<file path="src/rtl/clcd_pkg.sv">
// Shared types and constants for the character LCD nibble bus controller.
// No dependencies; the modules refer to it by scoped names.
package clcd_pkg;

    localparam int CFG_IDX_W  = 2;
    localparam int CFG_DATA_W = 16;

    localparam logic [CFG_IDX_W-1:0] CFG_TICKS_PER_US = 2'd0;
    localparam logic [CFG_IDX_W-1:0] CFG_POLL_LIMIT   = 2'd1;
    localparam logic [CFG_IDX_W-1:0] CFG_INIT_WAIT_US = 2'd2;

    localparam logic [7:0]  TICKS_PER_US_RST = 8'd50;
    localparam logic [15:0] POLL_LIMIT_RST   = 16'd16000;
    localparam logic [14:0] INIT_WAIT_US_RST = 15'd20000;

    localparam logic [2:0] ACT_TICK      = 3'd0;
    localparam logic [2:0] ACT_WRITE_CMD = 3'd1;
    localparam logic [2:0] ACT_WRITE_DAT = 3'd2;
    localparam logic [2:0] ACT_SET_POS   = 3'd3;
    localparam logic [2:0] ACT_INIT      = 3'd4;

    localparam logic [7:0] DDRAM_SET = 8'h80;
    localparam logic [7:0] ROW2_OFS  = 8'h40;
    localparam logic [1:0] ROW_TWO   = 2'd2;

    localparam logic [2:0] STEP_LAST_NIB3 = 3'd3;
    localparam logic [2:0] STEP_CMD_FIRST = 3'd4;
    localparam logic [2:0] STEP_CMD_END   = 3'd7;

    localparam logic [3:0] NIB_WAKE = 4'h3;
    localparam logic [3:0] NIB_4BIT = 4'h2;

    typedef enum logic [1:0] {
        REQ_NONE,
        REQ_WRITE,
        REQ_INIT
    } req_kind_t;

    typedef struct packed {
        req_kind_t  kind;
        logic [7:0] byte_value;
        logic       is_data;
        logic       busy;
    } item_t;

    typedef enum logic [3:0] {
        PH_IDLE,
        PH_I_EN,
        PH_I_WAIT,
        PH_W_HI_EN,
        PH_W_HI_GAP,
        PH_W_LO_EN,
        PH_P_SETUP,
        PH_P_EN1,
        PH_P_GAP,
        PH_P_EN2
    } phase_t;

    typedef struct packed {
        logic [7:0]  ticks_per_us;
        logic [15:0] poll_limit;
        logic [14:0] init_wait_us;
    } cfg_t;

    typedef struct packed {
        logic       lcd_en;
        logic       lcd_rs;
        logic       lcd_rw;
        logic [3:0] nibble_out;
        logic       drive_bus;
        logic       ready_res;
        logic       timed_out;
    } res_t;

    // power-up command list: function set, entry mode, display on, clear
    function automatic logic [7:0] boot_cmd(input logic [1:0] idx);
        logic [7:0] c;
        case (idx)
            2'd0:    c = 8'h28;
            2'd1:    c = 8'h06;
            2'd2:    c = 8'h0C;
            default: c = 8'h01;
        endcase
        return c;
    endfunction

endpackage

</file>
<file path="src/rtl/clcd_in_if.sv">
// Request channel: one word per clock tick of the pin sequencer.
// Depends on nothing.
interface clcd_in_if;
    logic       valid;
    logic       ready;
    logic [2:0] action;
    logic [7:0] byte_value;
    logic [6:0] column;
    logic [1:0] row;
    logic [3:0] pins_in;

    modport source (output valid, action, byte_value, column, row, pins_in, input ready);
    modport sink   (input valid, action, byte_value, column, row, pins_in, output ready);
endinterface

</file>
<file path="src/rtl/clcd_out_if.sv">
// Result channel: pin levels and status, one word per tick.
// Depends on nothing.
interface clcd_out_if;
    logic       valid;
    logic       ready;
    logic       lcd_en;
    logic       lcd_rs;
    logic       lcd_rw;
    logic [3:0] nibble_out;
    logic       drive_bus;
    logic       ready_res;
    logic       timed_out;

    modport source (output valid, lcd_en, lcd_rs, lcd_rw, nibble_out, drive_bus, ready_res,
                    timed_out, input ready);
    modport sink   (input valid, lcd_en, lcd_rs, lcd_rw, nibble_out, drive_bus, ready_res,
                    timed_out, output ready);
endinterface

</file>
<file path="src/rtl/clcd_front.sv">
// Front end: takes request words and classifies them for the sequencer.
// Depends on clcd_pkg and clcd_in_if.
module clcd_front
(
    clcd_in_if.sink          req,
    input  logic             full,
    output logic             push,
    output clcd_pkg::item_t  item
);

    logic [7:0] addr;

    assign req.ready = !full;
    assign push      = req.valid && !full;

    always_comb
    begin
        addr = {1'b0, req.column} - 8'd1;
        if (req.row == clcd_pkg::ROW_TWO)
        begin
            addr = addr | clcd_pkg::ROW2_OFS;
        end
        addr = addr | clcd_pkg::DDRAM_SET;
    end

    always_comb
    begin
        item.busy       = req.pins_in[3];
        item.kind       = clcd_pkg::REQ_NONE;
        item.byte_value = req.byte_value;
        item.is_data    = 1'b0;
        unique case (req.action)
            clcd_pkg::ACT_WRITE_CMD:
            begin
                item.kind = clcd_pkg::REQ_WRITE;
            end
            clcd_pkg::ACT_WRITE_DAT:
            begin
                item.kind    = clcd_pkg::REQ_WRITE;
                item.is_data = 1'b1;
            end
            clcd_pkg::ACT_SET_POS:
            begin
                item.kind       = clcd_pkg::REQ_WRITE;
                item.byte_value = addr;
            end
            clcd_pkg::ACT_INIT:
            begin
                item.kind = clcd_pkg::REQ_INIT;
            end
            default:
            begin
                item.kind = clcd_pkg::REQ_NONE;
            end
        endcase
    end

endmodule

</file>
<file path="src/rtl/clcd_queue.sv">
// Two-entry queue of classified words between front end and sequencer.
// Depends on clcd_pkg.
module clcd_queue
(
    input  logic             clk,
    input  logic             rst_n,
    input  logic             push,
    input  clcd_pkg::item_t  push_item,
    input  logic             pop,
    output logic             full,
    output logic             not_empty,
    output clcd_pkg::item_t  head
);

    clcd_pkg::item_t mem_reg [2];
    logic       wr_ptr_reg, wr_ptr_next;
    logic       rd_ptr_reg, rd_ptr_next;
    logic [1:0] count_reg, count_next;

    assign full      = count_reg == 2'd2;
    assign not_empty = count_reg != 2'd0;
    assign head      = mem_reg[rd_ptr_reg];

    always_comb
    begin
        wr_ptr_next = push ? !wr_ptr_reg : wr_ptr_reg;
        rd_ptr_next = pop  ? !rd_ptr_reg : rd_ptr_reg;
        count_next  = count_reg + {1'b0, push} - {1'b0, pop};
    end

    always_ff @(posedge clk or negedge rst_n)
    begin
        if (!rst_n)
        begin
            wr_ptr_reg <= 1'b0;
            rd_ptr_reg <= 1'b0;
            count_reg  <= 2'd0;
        end
        else
        begin
            wr_ptr_reg <= wr_ptr_next;
            rd_ptr_reg <= rd_ptr_next;
            count_reg  <= count_next;
        end
    end

    always_ff @(posedge clk)
    begin
        if (push)
        begin
            mem_reg[wr_ptr_reg] <= push_item;
        end
    end

endmodule

</file>
<file path="src/rtl/clcd_back.sv">
// Back end: pin sequencer with microsecond timer, busy polling and power-up
// sequence, plus the result register. Depends on clcd_pkg and clcd_out_if.
module clcd_back
(
    input  logic             clk,
    input  logic             rst_n,
    input  clcd_pkg::cfg_t   cfg,
    input  logic             item_valid,
    input  clcd_pkg::item_t  item,
    output logic             pop,
    clcd_out_if.source       rsp
);

    clcd_pkg::phase_t phase_reg, phase_next;
    logic [7:0]  div_reg, div_next;
    logic [14:0] us_reg, us_next;
    logic [15:0] polls_reg, polls_next;
    logic [7:0]  held_byte_reg, held_byte_next;
    logic        held_data_reg, held_data_next;
    logic [2:0]  init_step_reg, init_step_next;
    logic        busy_reg, busy_next;
    logic        tmo_reg, tmo_next;
    logic        out_valid_reg, out_valid_next;
    clcd_pkg::res_t res_reg, res_next;

    assign pop            = item_valid && (!out_valid_reg || rsp.ready);
    assign out_valid_next = pop || (out_valid_reg && !rsp.ready);

    assign rsp.valid      = out_valid_reg;
    assign rsp.lcd_en     = res_reg.lcd_en;
    assign rsp.lcd_rs     = res_reg.lcd_rs;
    assign rsp.lcd_rw     = res_reg.lcd_rw;
    assign rsp.nibble_out = res_reg.nibble_out;
    assign rsp.drive_bus  = res_reg.drive_bus;
    assign rsp.ready_res  = res_reg.ready_res;
    assign rsp.timed_out  = res_reg.timed_out;

    // pin levels at the start of the tick
    always_comb
    begin
        res_next            = '0;
        res_next.drive_bus  = 1'b1;
        res_next.ready_res  = phase_reg == clcd_pkg::PH_IDLE;
        res_next.timed_out  = tmo_reg;
        unique case (phase_reg) inside
            clcd_pkg::PH_I_EN:
            begin
                res_next.lcd_en     = 1'b1;
                res_next.nibble_out = (init_step_reg < 3'd3) ? clcd_pkg::NIB_WAKE
                                                             : clcd_pkg::NIB_4BIT;
            end
            clcd_pkg::PH_I_WAIT:
            begin
                res_next.nibble_out = (init_step_reg < 3'd2) ? clcd_pkg::NIB_WAKE
                                                             : clcd_pkg::NIB_4BIT;
            end
            clcd_pkg::PH_W_HI_EN:
            begin
                res_next.lcd_en     = 1'b1;
                res_next.lcd_rs     = held_data_reg;
                res_next.nibble_out = held_byte_reg[7:4];
            end
            clcd_pkg::PH_W_HI_GAP:
            begin
                res_next.lcd_rs     = held_data_reg;
                res_next.nibble_out = held_byte_reg[7:4];
            end
            clcd_pkg::PH_W_LO_EN:
            begin
                res_next.lcd_en     = 1'b1;
                res_next.lcd_rs     = held_data_reg;
                res_next.nibble_out = held_byte_reg[3:0];
            end
            clcd_pkg::PH_P_SETUP, clcd_pkg::PH_P_GAP:
            begin
                res_next.lcd_rw    = 1'b1;
                res_next.drive_bus = 1'b0;
            end
            clcd_pkg::PH_P_EN1, clcd_pkg::PH_P_EN2:
            begin
                res_next.lcd_en    = 1'b1;
                res_next.lcd_rw    = 1'b1;
                res_next.drive_bus = 1'b0;
            end
            default:
            begin
                res_next.drive_bus = 1'b1;
            end
        endcase
    end

    // sequencer next state
    always_comb
    begin
        logic [7:0]  tpu;
        logic [14:0] wait_us;
        logic [15:0] limit;
        logic [14:0] us_dec;
        logic [15:0] polls_dec;
        logic [2:0]  step_inc;
        logic        wrap;
        logic        done;
        logic        finish;

        tpu       = (cfg.ticks_per_us == 8'd0) ? 8'd1 : cfg.ticks_per_us;
        wait_us   = (cfg.init_wait_us == 15'd0) ? 15'd1 : cfg.init_wait_us;
        limit     = (cfg.poll_limit == 16'd0) ? 16'd1 : cfg.poll_limit;
        wrap      = ({1'b0, div_reg} + 9'd1) >= {1'b0, tpu};
        us_dec    = (us_reg != 15'd0) ? us_reg - 15'd1 : 15'd0;
        done      = wrap && (us_dec == 15'd0);
        polls_dec = (polls_reg != 16'd0) ? polls_reg - 16'd1 : 16'd0;
        step_inc  = init_step_reg + 3'd1;
        finish    = 1'b0;

        phase_next     = phase_reg;
        div_next       = div_reg;
        us_next        = us_reg;
        polls_next     = polls_reg;
        held_byte_next = held_byte_reg;
        held_data_next = held_data_reg;
        init_step_next = init_step_reg;
        busy_next      = busy_reg;
        tmo_next       = tmo_reg;

        if (phase_reg == clcd_pkg::PH_IDLE)
        begin
            if (item.kind == clcd_pkg::REQ_WRITE)
            begin
                held_byte_next = item.byte_value;
                held_data_next = item.is_data;
                phase_next     = clcd_pkg::PH_W_HI_EN;
                div_next       = 8'd0;
                us_next        = 15'd1;
            end
            else if (item.kind == clcd_pkg::REQ_INIT)
            begin
                init_step_next = 3'd0;
                phase_next     = clcd_pkg::PH_I_EN;
                div_next       = 8'd0;
                us_next        = 15'd1;
            end
        end
        else
        begin
            if (wrap)
            begin
                div_next = 8'd0;
                us_next  = us_dec;
            end
            else
            begin
                div_next = div_reg + 8'd1;
            end

            if (phase_reg == clcd_pkg::PH_P_EN1 && done)
            begin
                busy_next = item.busy;
            end

            if (done)
            begin
                div_next = 8'd0;
                us_next  = 15'd1;
                unique case (phase_reg)
                    clcd_pkg::PH_I_EN:
                    begin
                        phase_next = clcd_pkg::PH_I_WAIT;
                        us_next    = wait_us;
                    end
                    clcd_pkg::PH_I_WAIT:
                    begin
                        if (init_step_reg < clcd_pkg::STEP_LAST_NIB3)
                        begin
                            init_step_next = step_inc;
                            phase_next     = clcd_pkg::PH_I_EN;
                        end
                        else
                        begin
                            init_step_next = clcd_pkg::STEP_CMD_FIRST;
                            held_byte_next = clcd_pkg::boot_cmd(2'd0);
                            held_data_next = 1'b0;
                            phase_next     = clcd_pkg::PH_W_HI_EN;
                        end
                    end
                    clcd_pkg::PH_W_HI_EN:
                    begin
                        phase_next = clcd_pkg::PH_W_HI_GAP;
                    end
                    clcd_pkg::PH_W_HI_GAP:
                    begin
                        phase_next = clcd_pkg::PH_W_LO_EN;
                    end
                    clcd_pkg::PH_W_LO_EN:
                    begin
                        polls_next = limit;
                        phase_next = clcd_pkg::PH_P_SETUP;
                    end
                    clcd_pkg::PH_P_SETUP:
                    begin
                        phase_next = clcd_pkg::PH_P_EN1;
                    end
                    clcd_pkg::PH_P_EN1:
                    begin
                        phase_next = clcd_pkg::PH_P_GAP;
                        us_next    = 15'd2;
                    end
                    clcd_pkg::PH_P_GAP:
                    begin
                        phase_next = clcd_pkg::PH_P_EN2;
                    end
                    clcd_pkg::PH_P_EN2:
                    begin
                        polls_next = polls_dec;
                        if (!busy_reg)
                        begin
                            tmo_next = 1'b0;
                            finish   = 1'b1;
                        end
                        else if (polls_dec == 16'd0)
                        begin
                            tmo_next = 1'b1;
                            finish   = 1'b1;
                        end
                        else
                        begin
                            phase_next = clcd_pkg::PH_P_SETUP;
                        end
                    end
                    default:
                    begin
                        init_step_next = 3'd0;
                        phase_next     = clcd_pkg::PH_IDLE;
                    end
                endcase

                if (finish)
                begin
                    if (init_step_reg >= clcd_pkg::STEP_CMD_FIRST
                        && init_step_reg < clcd_pkg::STEP_CMD_END)
                    begin
                        init_step_next = step_inc;
                        held_byte_next = clcd_pkg::boot_cmd(step_inc[1:0]);
                        held_data_next = 1'b0;
                        phase_next     = clcd_pkg::PH_W_HI_EN;
                    end
                    else
                    begin
                        init_step_next = 3'd0;
                        phase_next     = clcd_pkg::PH_IDLE;
                    end
                end
            end
        end
    end

    always_ff @(posedge clk or negedge rst_n)
    begin
        if (!rst_n)
        begin
            phase_reg     <= clcd_pkg::PH_IDLE;
            div_reg       <= 8'd0;
            us_reg        <= 15'd0;
            polls_reg     <= 16'd0;
            held_byte_reg <= 8'd0;
            held_data_reg <= 1'b0;
            init_step_reg <= 3'd0;
            busy_reg      <= 1'b0;
            tmo_reg       <= 1'b0;
            out_valid_reg <= 1'b0;
        end
        else
        begin
            out_valid_reg <= out_valid_next;
            if (pop)
            begin
                phase_reg     <= phase_next;
                div_reg       <= div_next;
                us_reg        <= us_next;
                polls_reg     <= polls_next;
                held_byte_reg <= held_byte_next;
                held_data_reg <= held_data_next;
                init_step_reg <= init_step_next;
                busy_reg      <= busy_next;
                tmo_reg       <= tmo_next;
            end
        end
    end

    always_ff @(posedge clk)
    begin
        if (pop)
        begin
            res_reg <= res_next;
        end
    end

endmodule

</file>
<file path="src/rtl/char_lcd_nibble_bus_controller_unit.sv">
// Top level of the character LCD nibble bus controller: configuration
// registers, front end, queue and pin sequencer. Depends on clcd_pkg,
// clcd_in_if, clcd_out_if, clcd_front, clcd_queue and clcd_back.
//
// Each request word is one clock tick of an HD44780-style 4-bit bus
// sequencer and yields exactly one result word: the pin levels and status
// at the start of that tick. One word is taken and one returned per clock
// cycle; the pin sequencer steps once per word, and a two-word queue plus
// the result register let either side stall without losing ticks. Bus
// timing is counted in words, so ticks_per_us sets how many words make one
// microsecond. Configuration is written through cfg_we/cfg_index/cfg_data
// while idle; indexes beyond the last register are ignored.
module char_lcd_nibble_bus_controller_unit
(
    input  logic                               clk,
    input  logic                               rst_n,
    clcd_in_if.sink                            req,
    clcd_out_if.source                         rsp,
    input  logic                               cfg_we,
    input  logic [clcd_pkg::CFG_IDX_W-1:0]     cfg_index,
    input  logic [clcd_pkg::CFG_DATA_W-1:0]    cfg_data
);

    clcd_pkg::cfg_t  cfg_reg, cfg_next;
    clcd_pkg::item_t push_item;
    clcd_pkg::item_t head;
    logic            push;
    logic            pop;
    logic            full;
    logic            not_empty;

    always_comb
    begin
        cfg_next = cfg_reg;
        if (cfg_we)
        begin
            unique case (cfg_index)
                clcd_pkg::CFG_TICKS_PER_US: cfg_next.ticks_per_us = cfg_data[7:0];
                clcd_pkg::CFG_POLL_LIMIT:   cfg_next.poll_limit   = cfg_data;
                clcd_pkg::CFG_INIT_WAIT_US: cfg_next.init_wait_us = cfg_data[14:0];
                default:                    cfg_next = cfg_reg;
            endcase
        end
    end

    always_ff @(posedge clk or negedge rst_n)
    begin
        if (!rst_n)
        begin
            cfg_reg.ticks_per_us <= clcd_pkg::TICKS_PER_US_RST;
            cfg_reg.poll_limit   <= clcd_pkg::POLL_LIMIT_RST;
            cfg_reg.init_wait_us <= clcd_pkg::INIT_WAIT_US_RST;
        end
        else
        begin
            cfg_reg <= cfg_next;
        end
    end

    clcd_front u_front
    (
        .req  (req),
        .full (full),
        .push (push),
        .item (push_item)
    );

    clcd_queue u_queue
    (
        .clk       (clk),
        .rst_n     (rst_n),
        .push      (push),
        .push_item (push_item),
        .pop       (pop),
        .full      (full),
        .not_empty (not_empty),
        .head      (head)
    );

    clcd_back u_back
    (
        .clk        (clk),
        .rst_n      (rst_n),
        .cfg        (cfg_reg),
        .item_valid (not_empty),
        .item       (head),
        .pop        (pop),
        .rsp        (rsp)
    );

endmodule
</file>
<file path="src/flat_wrapper.sv">
// flat-port wrapper written by rule: the top's interface ports become plain ports
module char_lcd_nibble_bus_controller_unit_flat 
  (clk, rst_n, cfg_we, cfg_index, cfg_data, req_valid, req_action, req_byte_value, req_column, req_row, req_pins_in, req_ready, rsp_valid, rsp_lcd_en, rsp_lcd_rs, rsp_lcd_rw, rsp_nibble_out, rsp_drive_bus, rsp_ready_res, rsp_timed_out, rsp_ready);
  clcd_in_if req_i ();
  clcd_out_if rsp_i ();
  input  logic clk;
  input  logic rst_n;
  input  logic cfg_we;
  input  logic [clcd_pkg::CFG_IDX_W-1:0] cfg_index;
  input  logic [clcd_pkg::CFG_DATA_W-1:0] cfg_data;
  input wire logic [$bits(req_i.valid)-1:0] req_valid;
  input wire logic [$bits(req_i.action)-1:0] req_action;
  input wire logic [$bits(req_i.byte_value)-1:0] req_byte_value;
  input wire logic [$bits(req_i.column)-1:0] req_column;
  input wire logic [$bits(req_i.row)-1:0] req_row;
  input wire logic [$bits(req_i.pins_in)-1:0] req_pins_in;
  output wire logic [$bits(req_i.ready)-1:0] req_ready;
  output wire logic [$bits(rsp_i.valid)-1:0] rsp_valid;
  output wire logic [$bits(rsp_i.lcd_en)-1:0] rsp_lcd_en;
  output wire logic [$bits(rsp_i.lcd_rs)-1:0] rsp_lcd_rs;
  output wire logic [$bits(rsp_i.lcd_rw)-1:0] rsp_lcd_rw;
  output wire logic [$bits(rsp_i.nibble_out)-1:0] rsp_nibble_out;
  output wire logic [$bits(rsp_i.drive_bus)-1:0] rsp_drive_bus;
  output wire logic [$bits(rsp_i.ready_res)-1:0] rsp_ready_res;
  output wire logic [$bits(rsp_i.timed_out)-1:0] rsp_timed_out;
  input wire logic [$bits(rsp_i.ready)-1:0] rsp_ready;
  assign req_i.valid = req_valid;
  assign req_i.action = req_action;
  assign req_i.byte_value = req_byte_value;
  assign req_i.column = req_column;
  assign req_i.row = req_row;
  assign req_i.pins_in = req_pins_in;
  assign req_ready = req_i.ready;
  assign rsp_valid = rsp_i.valid;
  assign rsp_lcd_en = rsp_i.lcd_en;
  assign rsp_lcd_rs = rsp_i.lcd_rs;
  assign rsp_lcd_rw = rsp_i.lcd_rw;
  assign rsp_nibble_out = rsp_i.nibble_out;
  assign rsp_drive_bus = rsp_i.drive_bus;
  assign rsp_ready_res = rsp_i.ready_res;
  assign rsp_timed_out = rsp_i.timed_out;
  assign rsp_i.ready = rsp_ready;
  char_lcd_nibble_bus_controller_unit u_core (.clk(clk), .rst_n(rst_n), .req(req_i), .rsp(rsp_i), .cfg_we(cfg_we), .cfg_index(cfg_index), .cfg_data(cfg_data));
endmodule
</file>
<file path="config.mk">
export PLATFORM = sky130hd
export DESIGN_NAME = char_lcd_nibble_bus_controller_unit_flat
export DESIGN_NICKNAME = d
export VERILOG_FILES = /design/src/rtl/clcd_pkg.sv /design/src/rtl/clcd_in_if.sv /design/src/rtl/clcd_out_if.sv /design/src/rtl/clcd_front.sv /design/src/rtl/clcd_queue.sv /design/src/rtl/clcd_back.sv /design/src/rtl/char_lcd_nibble_bus_controller_unit.sv /design/src/flat_wrapper.sv
export SDC_FILE = /design/constraint.sdc
export NUM_CORES = 1
export LEC_CHECK = 0
export BUFFER_PORTS_ARGS = -buffer_cell sky130_fd_sc_hd__buf_2
export CORE_ASPECT_RATIO = 0.9
export CORE_MARGIN = 4
export CORE_UTILIZATION = 29
export CTS_CLUSTER_SIZE = 25
export DETAILED_ROUTE_END_ITERATION = 7
export GPL_TIMING_DRIVEN = 0
export REMOVE_ABC_BUFFERS = 1
export SETUP_SLACK_MARGIN = 0.4
export SYNTH_ARGS = -nofsm -noshare
export SYNTH_HDL_FRONTEND = slang
export SYNTH_SLANG_ARGS = --single-unit
</file>
<file path="constraint.sdc">
create_clock -name clk -period 3.36 [get_ports clk]
set_input_delay 0.168 -clock clk [delete_from_list [all_inputs] [get_ports clk]]
set_output_delay 0.168 -clock clk [all_outputs]
set_load 0.01 [all_outputs]
</file>
==> results of run 1 <==
[logic make-up (layout without fill, tap and decap cells)]
| group | after synthesis | in the layout | synth area share |
|---|---|---|---|
| AOI/OAI and AO/OA | 192 | 192 | 0.167 |
| xor gates and xnor gates | 22 | 22 | 0.0261 |
| adders and majority gates | 18 | 18 | 0.0305 |
| buffers and inverters | 65 | 182 | 0.0363 |
| DFF | 135 | 135 | 0.483 |
| muxes | 49 | 49 | 0.0729 |
| and+or+nand+nor | 269 | 272 | 0.184 |
[stage by stage]
step	hold slack (ns)	total power (W)	worst slack, ns
floorplan	-0.128	0.00391	-0.130
global placement	0.363	0.00453	-1.09
detailed placement	0.260	0.00458	-0.815
CTS	0.00125	0.00674	0.246
global route	0.0110	0.00744	0.153
finish	0.0157	0.00702	0.222
[critical path: stages, from the launching register on]
cell and delay, ns:
dfrtp_1 0.39, or4_4 0.55, or4_4 0.43, a221o_1 0.39, nor4_4 0.23, o21ai_4 0.15
buf_6 0.14, or4_4 0.61, o22ai_2 0.17
[how the worst max path moves through the flow]
stage | startpoint | end | slack [ns]
finish | u_core.u_back.us_reg[1]$_DFFE_PN0P_ | u_core.u_back.polls_reg[14]$_DFFE_PN0P_ | 0.22
global route | u_core.u_back.us_reg[5]$_DFFE_PN0P_ | u_core.u_back.polls_reg[12]$_DFFE_PN0P_ | 0.15
CTS | u_core.u_back.us_reg[1]$_DFFE_PN0P_ | u_core.u_back.polls_reg[1]$_DFFE_PN0P_ | 0.25
detailed placement | u_core.u_back.phase_reg[2]$_DFFE_PN0P_ | u_core.u_back.held_byte_reg[2]$_DFFE_PN0P_ | -0.82
global placement | u_core.u_back.us_reg[0]$_DFFE_PN0P_ | u_core.u_back.polls_reg[10]$_DFFE_PN0P_ | -1.09
floorplan | u_core.u_back.us_reg[0]$_DFFE_PN0P_ | u_core.u_back.polls_reg[10]$_DFFE_PN0P_ | -0.13
[Yosys cell counts, types with 5 or more instances]
cell,number,share of area
nand2b_1,17,0.014
clkbuf_1,25,0.013
o21ai_0,41,0.028
nor3_1,28,0.019
o21ai_1,32,0.022
nor3b_1,8,0.0081
nor2_1,55,0.028
o22ai_1,8,0.0068
nand3_1,25,0.017
o211ai_1,5,0.0051
o2bb2ai_1,11,0.013
a31oi_1,9,0.0076
nor4_1,19,0.016
xor2_1,5,0.0059
and3_1,5,0.0042
mux2i_1,11,0.015
a22o_1,7,0.0083
ha_1,18,0.031
nand3b_1,6,0.0061
edfxtp_1,34,0.14
mux2_2,36,0.055
a211oi_1,6,0.0061
a21oi_1,34,0.023
or3_1,9,0.0076
dfrtp_1,87,0.30
nand2_1,70,0.036
nand4_1,6,0.0051
a22oi_1,8,0.0081
inv_1,31,0.016
dfstp_2,14,0.050
xnor2_1,17,0.020
[timing repair]
action,in CTS,in global routing
buffers inserted,19,32
hold buffers,8,0
resized for setup,59,43
hold endpoints to repair,50,0
cloned,3,1
endpoints found under the setup margin,55,50
pin swaps,18,23
[metal layers]
layer	global-route usage	up-vias	wire length [µm]
met1	0.197	3093	9350
met5	0	-	0
met4	0.0493	0	433
met2	0.214	194	9470
li1	-	2992	-
met3	0.0309	45	896
[power groups by stage]
stage	logic (W)	clock network [W]	registers, W
finish	0.00261	0.00185	0.00256
global route	0.00287	0.00194	0.00262
CTS	0.00231	0.00188	0.00254
detailed placement	0.00200	0	0.00258
global placement	0.00196	0	0.00257
floorplan	0.00145	0	0.00246
[final cells by class]
cell class	instances	area (µm²)	share of cell area
timing repair buffer	118	803	0.0843
tap	342	428	0.0449
clock buffer	22	444	0.0466
sequential	135	3580	0.375
multi-input combinational	553	4020	0.422
inverter	32	128	0.0134
clock inverter	10	130	0.0137
==> out/qor.csv, run 1 <==
stage;metric;value;unit
pwr;Seq pwr share;0.365;
detailed_routing;vias per inst;5.22;
clock_network;H-tree depth;4;
pwr;switching power share of the total;0.369;
clock_network;clk slew on worst S/H paths;0.06;ns
setup_path;crit path capture type;flip-flop;
pwr;leakage dissipation;3.82;nW
pwr;Clock power frac;0.263;
final_layout;commonest non-fill, non-tap cells in the layout;dfrtp_1, nand2_1, buf_2, nor2_1, buf_4;
synthesis;EDFF count, synth;34;
global_routing;largest net degree at the start of global routing;53;
pwr;combinational share of power;0.372;
final_layout;fin cells;1212;
die;die area;28100;µm²
die;# rows;55;
final_layout;design area;9530;µm²
synthesis;syn_area_per_cell;9.84;µm²
detailed_routing;Routed WL;20100;µm
sta;relative slew slack;0.262;
detailed_routing;Routed Antenna Nets;0;
global_routing;initial antenna violation count;0;
die;Core ar.;25100;µm²
min_path;hold depth;3;
sta;final setup vio count;0;
clock_network;clock sink count;135;
final_layout;Core Util, Final;0.379;
sta;skew final;0.00772;ns
pwr;P_sw;0.00259;W
clock_network;clock buffer count from CTS;17;
setup_path;reg2reg end;u_core.u_back.polls_reg[14]$_DFFE_PN0P_;
sta;Final TNS setup;0;ns
die;Die W;176;µm
setup_path;CP arrival;3.49;ns
run_status;status;complete, no violations;
setup_path;reg2reg path depth;8;
placed_design;DP Cell Count;1116;
final_layout;share of layout cells above drive strength 1;0.314;
pwr;power per cell area;737;nW/µm²
placed_design;HPWL after DPL;13100;µm
global_routing;grt total ovfl;0;
synthesis;Yosys Warn Count;0;
pwr;Max IR drop VDD;310;µV
min_path;Hold Path Sink;u_core.cfg_reg[38]$_DFFE_PN0P_;
final_layout;Area Overhead vs Synth;29.1;%
sta;Tmin final;3.14;ns
detailed_routing;wire per inst;16.6;µm
final_layout;max reg flops;39;
placed_design;final RePlAce weighted congestion;0.864;
die;I/O pins;59;
clock_network;CTS root buf;clkbuf_16;
detailed_routing;drc violations;0;
detailed_routing;via count;6324;
pwr;Internal Pwr Total;0.00443;W
flow_run;Max-Cap Viols;0;
sta;RSZ-0062 raised after global routing;yes;
synthesis;Gate Count Post-Synth;750;
die;Die Ht;159;µm
final_layout;commonest non-fill, non-tap cell in the layout;dfrtp_1;
min_path;Hold Startpoint;cfg_data[7];
setup_path;worst r2r src;u_core.u_back.us_reg[1]$_DFFE_PN0P_;
sta;Slew @ Worst Pin;1.10;ns
placed_design;Port Buffer Count;55;
final_layout;antenna diode count;0;
min_path;Hold Crit Class;primary input to flip-flop;
sta;achievable clock frequency;319;MHz
final_layout;# nets final;922;
global_routing;first-pass GRT wire length;31900;µm
clock_network;clock latency on the worst-skew pair;0.42;ns
setup_path;r2r setup slk;0.22;ns
final_layout;Layout fillers;2452;
synthesis;register area share after synthesis;0.483;
setup_path;Critical Path Start Type;flip-flop;
detailed_routing;Iter 0 DRT Violations;460;
sta;fin crit share;0.934;
synthesis;Syn Std Cell Area;7380;µm²
clock_network;TritonCTS clock tree;built;
synthesis;ys flop type;dfrtp_1;
global_routing;gr usage total;0.140;
die;Initial Util;0.294;
setup_path;critical path peak fanout;5;
placed_design;dpl cell area;7980;µm²
global_routing;number of global-route vias before repair;5931;
setup_path;crit path kind;flip-flop to flip-flop;
clock_network;Max clock buf depth;2;
synthesis;count of cell types in the netlist;69;
synthesis;synthesized flop and latch total;135;
detailed_routing;TritonRoute pass-1 iters;5;
setup_path;CP Data Required Time;3.71;ns
sta;fin. max-slew vios;0;
sta;Final Hold Viols;0;
synthesis;async set-reset flop share out of synthesis;0.748;
Power figures use the tool's default switching activity.
==> inputs of run 2 (changes only) <==
--- a/config.mk
+++ b/config.mk
@@ -12,6 +12,8 @@
 export CTS_CLUSTER_SIZE = 25
 export DETAILED_ROUTE_END_ITERATION = 7
 export GPL_TIMING_DRIVEN = 0
+export HOLD_SLACK_MARGIN = 0.12
+export RECOVER_POWER = 50
 export REMOVE_ABC_BUFFERS = 1
 export SETUP_SLACK_MARGIN = 0.4
 export SYNTH_ARGS = -nofsm -noshare
==> out/qor.csv, run 2 (same netlist as run 1, synthesis figures left out) <==
stage;metric;value;unit;change
die;Core ar.;25100;µm²;unchanged
final_layout;share of layout cells above drive strength 1;0.289;;-0.0246
die;# rows;55;;unchanged
sta;relative slew slack;0.102;;-0.160
setup_path;reg2reg path depth;8;;unchanged
sta;RSZ-0062 raised after global routing;yes;;
placed_design;Port Buffer Count;55;;unchanged
min_path;hold depth;2;;-1
detailed_routing;Routed WL;20400;µm;+1.2%
detailed_routing;via count;6417;;+1.5%
clock_network;clk slew on worst S/H paths;0.06;ns;about the same
final_layout;Area Overhead vs Synth;31.6;%;
setup_path;CP Data Required Time;3.71;ns;about the same
setup_path;Worst path max stage delay;0.61;ns;about the same
global_routing;initial antenna violation count;0;;unchanged
setup_path;path length in cells of the critical path;8;;unchanged
die;Die W;176;µm;unchanged
setup_path;crit path capture type;flip-flop;;
final_layout;commonest non-fill, non-tap cells in the layout;dfrtp_1, nand2_1, nor2_1, buf_4, buf_2;;
clock_network;clock latency on the worst-skew pair;0.42;ns;about the same
final_layout;antenna diode count;0;;unchanged
global_routing;grt total ovfl;0;;unchanged
detailed_routing;wire per inst;16.5;µm;-0.59%
final_layout;Core Util, Final;0.387;;+0.00727
setup_path;crit path max-delay cell type;or4_4;;
die;die area;28100;µm²;unchanged
setup_path;CP Cell Sequence;or4_4 -> or4_4 -> a221o_1 -> nor4_4 -> o21ai_4 -> buf_6 -> or4_4 -> o22ai_2;;
sta;Slew @ Worst Pin;1.34;ns;+0.241 ns
detailed_routing;drc violations;0;;unchanged
run_status;status;complete, no violations;;
global_routing;gr usage total;0.142;;+0.00170
setup_path;kind of cell adding the most delay to the critical path;simple AND/OR/NAND/NOR gates;;
setup_path;critical path peak fanout;5;;unchanged
detailed_routing;Routed Antenna Nets;0;;unchanged
placed_design;HPWL after DPL;13100;µm;unchanged
setup_path;r2r setup slk;0.22;ns;about the same
sta;final hold slack;0.173;ns;+0.157 ns
clock_network;TritonCTS clock tree;built;;
clock_network;CTS root buf;clkbuf_16;;
setup_path;CP arrival;3.48;ns;about the same
die;I/O pins;59;;unchanged
sta;final setup vio count;0;;unchanged
min_path;Hold Crit Class;primary input to flip-flop;;
final_layout;commonest non-fill, non-tap cell in the layout;dfrtp_1;;
setup_path;CP bufs+invs;1;;unchanged
global_routing;number of global-route vias before repair;6054;;+2.1%
sta;PnR worst setup slack;0.224;ns;+0.00147 ns
detailed_routing;TritonRoute pass-1 iters;5;;unchanged
sta;Final TNS setup;0;ns;unchanged
placed_design;pre-CTS worst setup slack;-0.815;ns;unchanged
pwr;power per cell area;723;nW/µm²;-1.9%
clock_network;Max clock buf depth;2;;unchanged
clock_network;clock buffer count from CTS;17;;unchanged
sta;Final Hold Viols;0;;unchanged
die;Initial Util;0.294;;unchanged
final_layout;Layout fillers;2438;;-0.57%
sta;Tmin final;3.14;ns;-0.00147 ns
final_layout;# nets final;944;;+2.4%
global_routing;largest net degree at the start of global routing;53;;unchanged
placed_design;dpl cell area;7980;µm²;unchanged
detailed_routing;Iter 0 DRT Violations;609;;+32%
setup_path;Critical Path Start Type;flip-flop;;
sta;fin. max-slew vios;0;;unchanged
final_layout;design area;9710;µm²;+1.9%
pwr;Max IR drop VDD;310;µV;+0.14%
sta;skew final;0.00800;ns;+0.000280 ns
final_layout;max reg flops;39;;unchanged
setup_path;most frequent CP cell;or4_4;;
pwr;leakage dissipation;3.86;nW;+1.1%
die;Die Ht;159;µm;unchanged
clock_network;H-tree depth;4;;unchanged
placed_design;final RePlAce weighted congestion;0.864;;unchanged
detailed_routing;vias per inst;5.20;;-0.34%
flow_run;Max-Cap Viols;0;;unchanged
global_routing;first-pass GRT wire length;32300;µm;+1.3%
setup_path;crit path kind;flip-flop to flip-flop;;
sta;fin crit share;0.933;;about the same
clock_network;clock sink count;135;;unchanged
sta;achievable clock frequency;319;MHz;about the same
-- run 2: final cells by class --
| type | count | area (µm²) | share of cell area |
|---|---|---|---|
| Multi-Input combinational cell | 553 | 4020 | 0.414 |
| Sequential cell | 135 | 3580 | 0.368 |
| Timing Repair Buffer | 140 | 986 | 0.102 |
| Clock buffer | 22 | 444 | 0.0458 |
| Tap cell | 342 | 428 | 0.0441 |
| Clock inverter | 10 | 130 | 0.0134 |
| Inverter | 32 | 128 | 0.0131 |
-- run 2: power by group --
part / internal (W) / switching (W) / total (W) / leakage, nW
Combinational: 0.00113 / 0.00148 / 0.00261 / 2.04
Clock: 0.00116 / 0.000686 / 0.00184 / 0.278
Sequential: 0.00214 / 0.000425 / 0.00256 / 1.54
Total: 0.00443 / 0.00259 / 0.00702 / 3.86
-- run 2: timing repair --
| action | in CTS | in global routing |
|---|---|---|
| setup endpoints to repair | 55 | 50 |
| gates resized for setup | 59 | 43 |
| buffers inserted | 19 | 32 |
| hold endpoints to repair | 105 | 0 |
| hold buffers | 31 | 0 |
| pin swaps | 18 | 23 |
| gates cloned | 3 | 1 |
-- run 2: routing by layer --
layer,vias to the layer above,GRT usage,share of wire
li1,3038,-,-
met1,3139,0.198,0.45
met2,190,0.216,0.47
met3,50,0.0311,0.048
met4,0,0.0546,0.027
met5,-,0,0
-- run 2: through the flow --
stage,std cells,power (W)
2_1_floorplan,717,0.00391
3_3_place_gp,1114,0.00453
3_5_place_dp,1116,0.00458
4_1_cts,1201,0.00676
5_1_grt,1234,0.00744
6_report,1234,0.00702
-- run 2: path summary, 6_finish.rpt --
kind                                                           from                                       to
min in group asynchronous                                     rst_n  u_core.u_back.polls_reg[11]$_DFFE_PN0P_
worst max register to register  u_core.u_back.us_reg[1]$_DFFE_PN0P_  u_core.u_back.polls_reg[14]$_DFFE_PN0P_
worst min-delay path                                  req_column[0]   u_core.u_queue.mem_reg[0][2]$_DFFE_PP_
worst max-delay path            u_core.u_back.us_reg[1]$_DFFE_PN0P_  u_core.u_back.polls_reg[14]$_DFFE_PN0P_
max in group asynchronous                                     rst_n   u_core.u_back.phase_reg[3]$_DFFE_PN0P_
worst min register to register    u_core.u_back.tmo_reg$_DFFE_PN0P_    u_core.u_back.rsp.timed_out$_DFFE_PP_
==> inputs of run 3 (changes only) <==
--- a/config.mk
+++ b/config.mk
@@ -5,7 +5,7 @@
 export SDC_FILE = /design/constraint.sdc
 export NUM_CORES = 1
 export LEC_CHECK = 0
-export BUFFER_PORTS_ARGS = -buffer_cell sky130_fd_sc_hd__buf_2
+export BUFFER_PORTS_ARGS = -buffer_cell sky130_fd_sc_hd__clkbuf_2
 export CORE_ASPECT_RATIO = 0.9
 export CORE_MARGIN = 4
 export CORE_UTILIZATION = 29
==> out/qor.csv, run 3 (same netlist as run 1, synthesis figures left out) <==
stage;metric;value;unit;change
sta;fin. max-slew vios;0;;unchanged
detailed_routing;Iter 0 DRT Violations;589;;-3.3%
global_routing;number of global-route vias before repair;6155;;+1.7%
detailed_routing;via count;6225;;-3.0%
sta;Final Hold Viols;0;;unchanged
final_layout;commonest non-fill, non-tap cell in the layout;dfrtp_1;;
sta;RSZ-0062 raised after global routing;yes;;
placed_design;Port Buffer Count;55;;unchanged
die;I/O pins;59;;unchanged
global_routing;largest net degree at the start of global routing;102;;+92%
pwr;leakage dissipation;3.77;nW;-2.3%
sta;Final TNS setup;0;ns;unchanged
setup_path;critical path peak fanout;7;;+2
pwr;Max IR drop VDD;303;µV;-2.3%
sta;final setup vio count;0;;unchanged
detailed_routing;wire per inst;15.9;µm;-3.7%
clock_network;Max clock buf depth;2;;unchanged
sta;Slew @ Worst Pin;1.28;ns;-0.0613 ns
clock_network;clock buffer count from CTS;17;;unchanged
die;die area;28100;µm²;unchanged
final_layout;commonest non-fill, non-tap cells in the layout;dfrtp_1, nand2_1, nor2_1, clkbuf_2, o21ai_0;;
sta;fin crit share;0.907;;-0.0262
global_routing;grt total ovfl;0;;unchanged
flow_run;Max-Cap Viols;0;;unchanged
setup_path;CP arrival;3.35;ns;-0.13 ns
final_layout;antenna diode count;0;;unchanged
detailed_routing;drc violations;0;;unchanged
min_path;Hold Crit Class;primary input to flip-flop;;
final_layout;Area Overhead vs Synth;28.3;%;
placed_design;HPWL after DPL;13000;µm;-1.5%
sta;skew final;0.00743;ns;-0.000569 ns
final_layout;max reg flops;39;;unchanged
clock_network;TritonCTS clock tree;built;;
setup_path;CP Cell Sequence;or4_4 -> or4_4 -> a221o_1 -> nor4_4 -> o21ai_4 -> or4_4 -> a211oi_2 -> a21oi_1;;
sta;Tmin final;3.05;ns;-0.0881 ns
detailed_routing;Routed WL;19300;µm;-5.2%
die;# rows;55;;unchanged
clock_network;clock latency on the worst-skew pair;0.42;ns;about the same
global_routing;first-pass GRT wire length;32100;µm;-0.62%
clock_network;clock sink count;135;;unchanged
detailed_routing;Routed Antenna Nets;0;;unchanged
die;Die Ht;159;µm;unchanged
setup_path;Critical Path Start Type;flip-flop;;
setup_path;most frequent CP cell;or4_4;;
clock_network;H-tree depth;4;;unchanged
detailed_routing;TritonRoute pass-1 iters;5;;unchanged
setup_path;Worst path max stage delay;0.56;ns;-0.05 ns
die;Core ar.;25100;µm²;unchanged
setup_path;crit path kind;flip-flop to flip-flop;;
sta;relative slew slack;0.143;;+0.0410
global_routing;gr usage total;0.140;;-0.00241
setup_path;CP bufs+invs;0;;-1
placed_design;final RePlAce weighted congestion;0.857;;-0.80%
sta;achievable clock frequency;328;MHz;+2.9%
setup_path;kind of cell adding the most delay to the critical path;simple AND/OR/NAND/NOR gates;;
pwr;power per cell area;716;nW/µm²;-1.0%
die;Initial Util;0.294;;unchanged
clock_network;clk slew on worst S/H paths;0.06;ns;about the same
final_layout;share of layout cells above drive strength 1;0.269;;-0.0197
pwr;Tot Pwr;0.00678;W;-3.5%
detailed_routing;vias per inst;5.13;;-1.4%
clock_network;CTS root buf;clkbuf_16;;
global_routing;initial antenna violation count;0;;unchanged
setup_path;crit path max-delay cell type;or4_4;;
die;Die W;176;µm;unchanged
setup_path;CP Data Required Time;3.66;ns;-0.05 ns
run_status;status;complete, no violations;;
final_layout;# nets final;924;;-2.1%
setup_path;crit path capture type;flip-flop;;
final_layout;Layout fillers;2473;;+1.4%
[run 3: cell count changes in the layout (fill, tap and decap cells not counted), moves of 3 or more]
| cell | change |
|---|---|
| buf_2 | -40 |
| clkbuf_2 | +39 |
| buf_4 | -18 |
| clkbuf_8 | +6 |
| o21ai_1 | +6 |
| o21ai_2 | -5 |
| clkbuf_1 | -4 |
| nand2_1 | -4 |
| o2bb2ai_1 | +4 |
| o2bb2ai_2 | -4 |
| bufinv_16 | -3 |
| nand2_2 | +3 |
[run 3: report_power, final]
group | total (W) | switching (W) | internal (W)
sequential | 0.00256 | 0.000420 | 0.00214
clock | 0.00172 | 0.000683 | 0.00103
combinational | 0.00250 | 0.00143 | 0.00107
total | 0.00678 | 0.00253 | 0.00424
[run 3: metal layers]
metal,global-route usage,vias up,share of wire
met5,0,-,0
met4,0.0471,0,0.018
met3,0.0275,28,0.043
met2,0.216,188,0.46
met1,0.196,3015,0.48
li1,-,2994,-
[run 3: worst paths after layout]
path,depth (start not counted),slack [ns],end,startpoint
max,8,0.31,u_core.u_back.polls_reg[1]$_DFFE_PN0P_,u_core.u_back.us_reg[1]$_DFFE_PN0P_
min,2,0.15,u_core.u_queue.mem_reg[0][2]$_DFFE_PP_,req_column[0]
max reg2reg,8,0.31,u_core.u_back.polls_reg[1]$_DFFE_PN0P_,u_core.u_back.us_reg[1]$_DFFE_PN0P_
min reg2reg,0,0.45,u_core.u_back.rsp.timed_out$_DFFE_PP_,u_core.u_back.tmo_reg$_DFFE_PN0P_
max in group asynchronous,2,2.33,u_core.u_back.phase_reg[0]$_DFFE_PN0P_,rst_n
min in group asynchronous,2,0.38,u_core.u_back.polls_reg[13]$_DFFE_PN0P_,rst_n
[run 3: per-stage QoR]
step	hold WS (ns)	cells	worst slack, ns	utilization	cell area [µm²]
6_report	0.153	1214	0.312	0.377	9470
5_1_grt	0.155	1214	0.215	0.377	9470
4_1_cts	0.140	1204	0.345	0.368	9250
3_5_place_dp	0.333	1115	-0.830	0.317	7960
3_3_place_gp	0.364	1114	-1.09	0.316	7930
2_1_floorplan	-0.128	717	-0.130	-	7230
[run 3: area by class of cell]
class | count | area (µm²) | share of cell area
clock buffers | 24 | 502 | 0.0530
clock inverters | 8 | 47.5 | 0.00502
inverters | 32 | 124 | 0.0131
multi-input cells | 552 | 3930 | 0.415
flip-flops and latches | 135 | 3580 | 0.378
well taps | 342 | 428 | 0.0452
repair buffers | 121 | 866 | 0.0914
[run 3: timing repair]
item,in CTS,in global routing
setup endpoints to repair,56,48
pin swaps,20,13
gates resized for setup,58,32
hold endpoints to repair,150,0
hold buffers,30,0
cloned,2,0
setup buffers,25,10
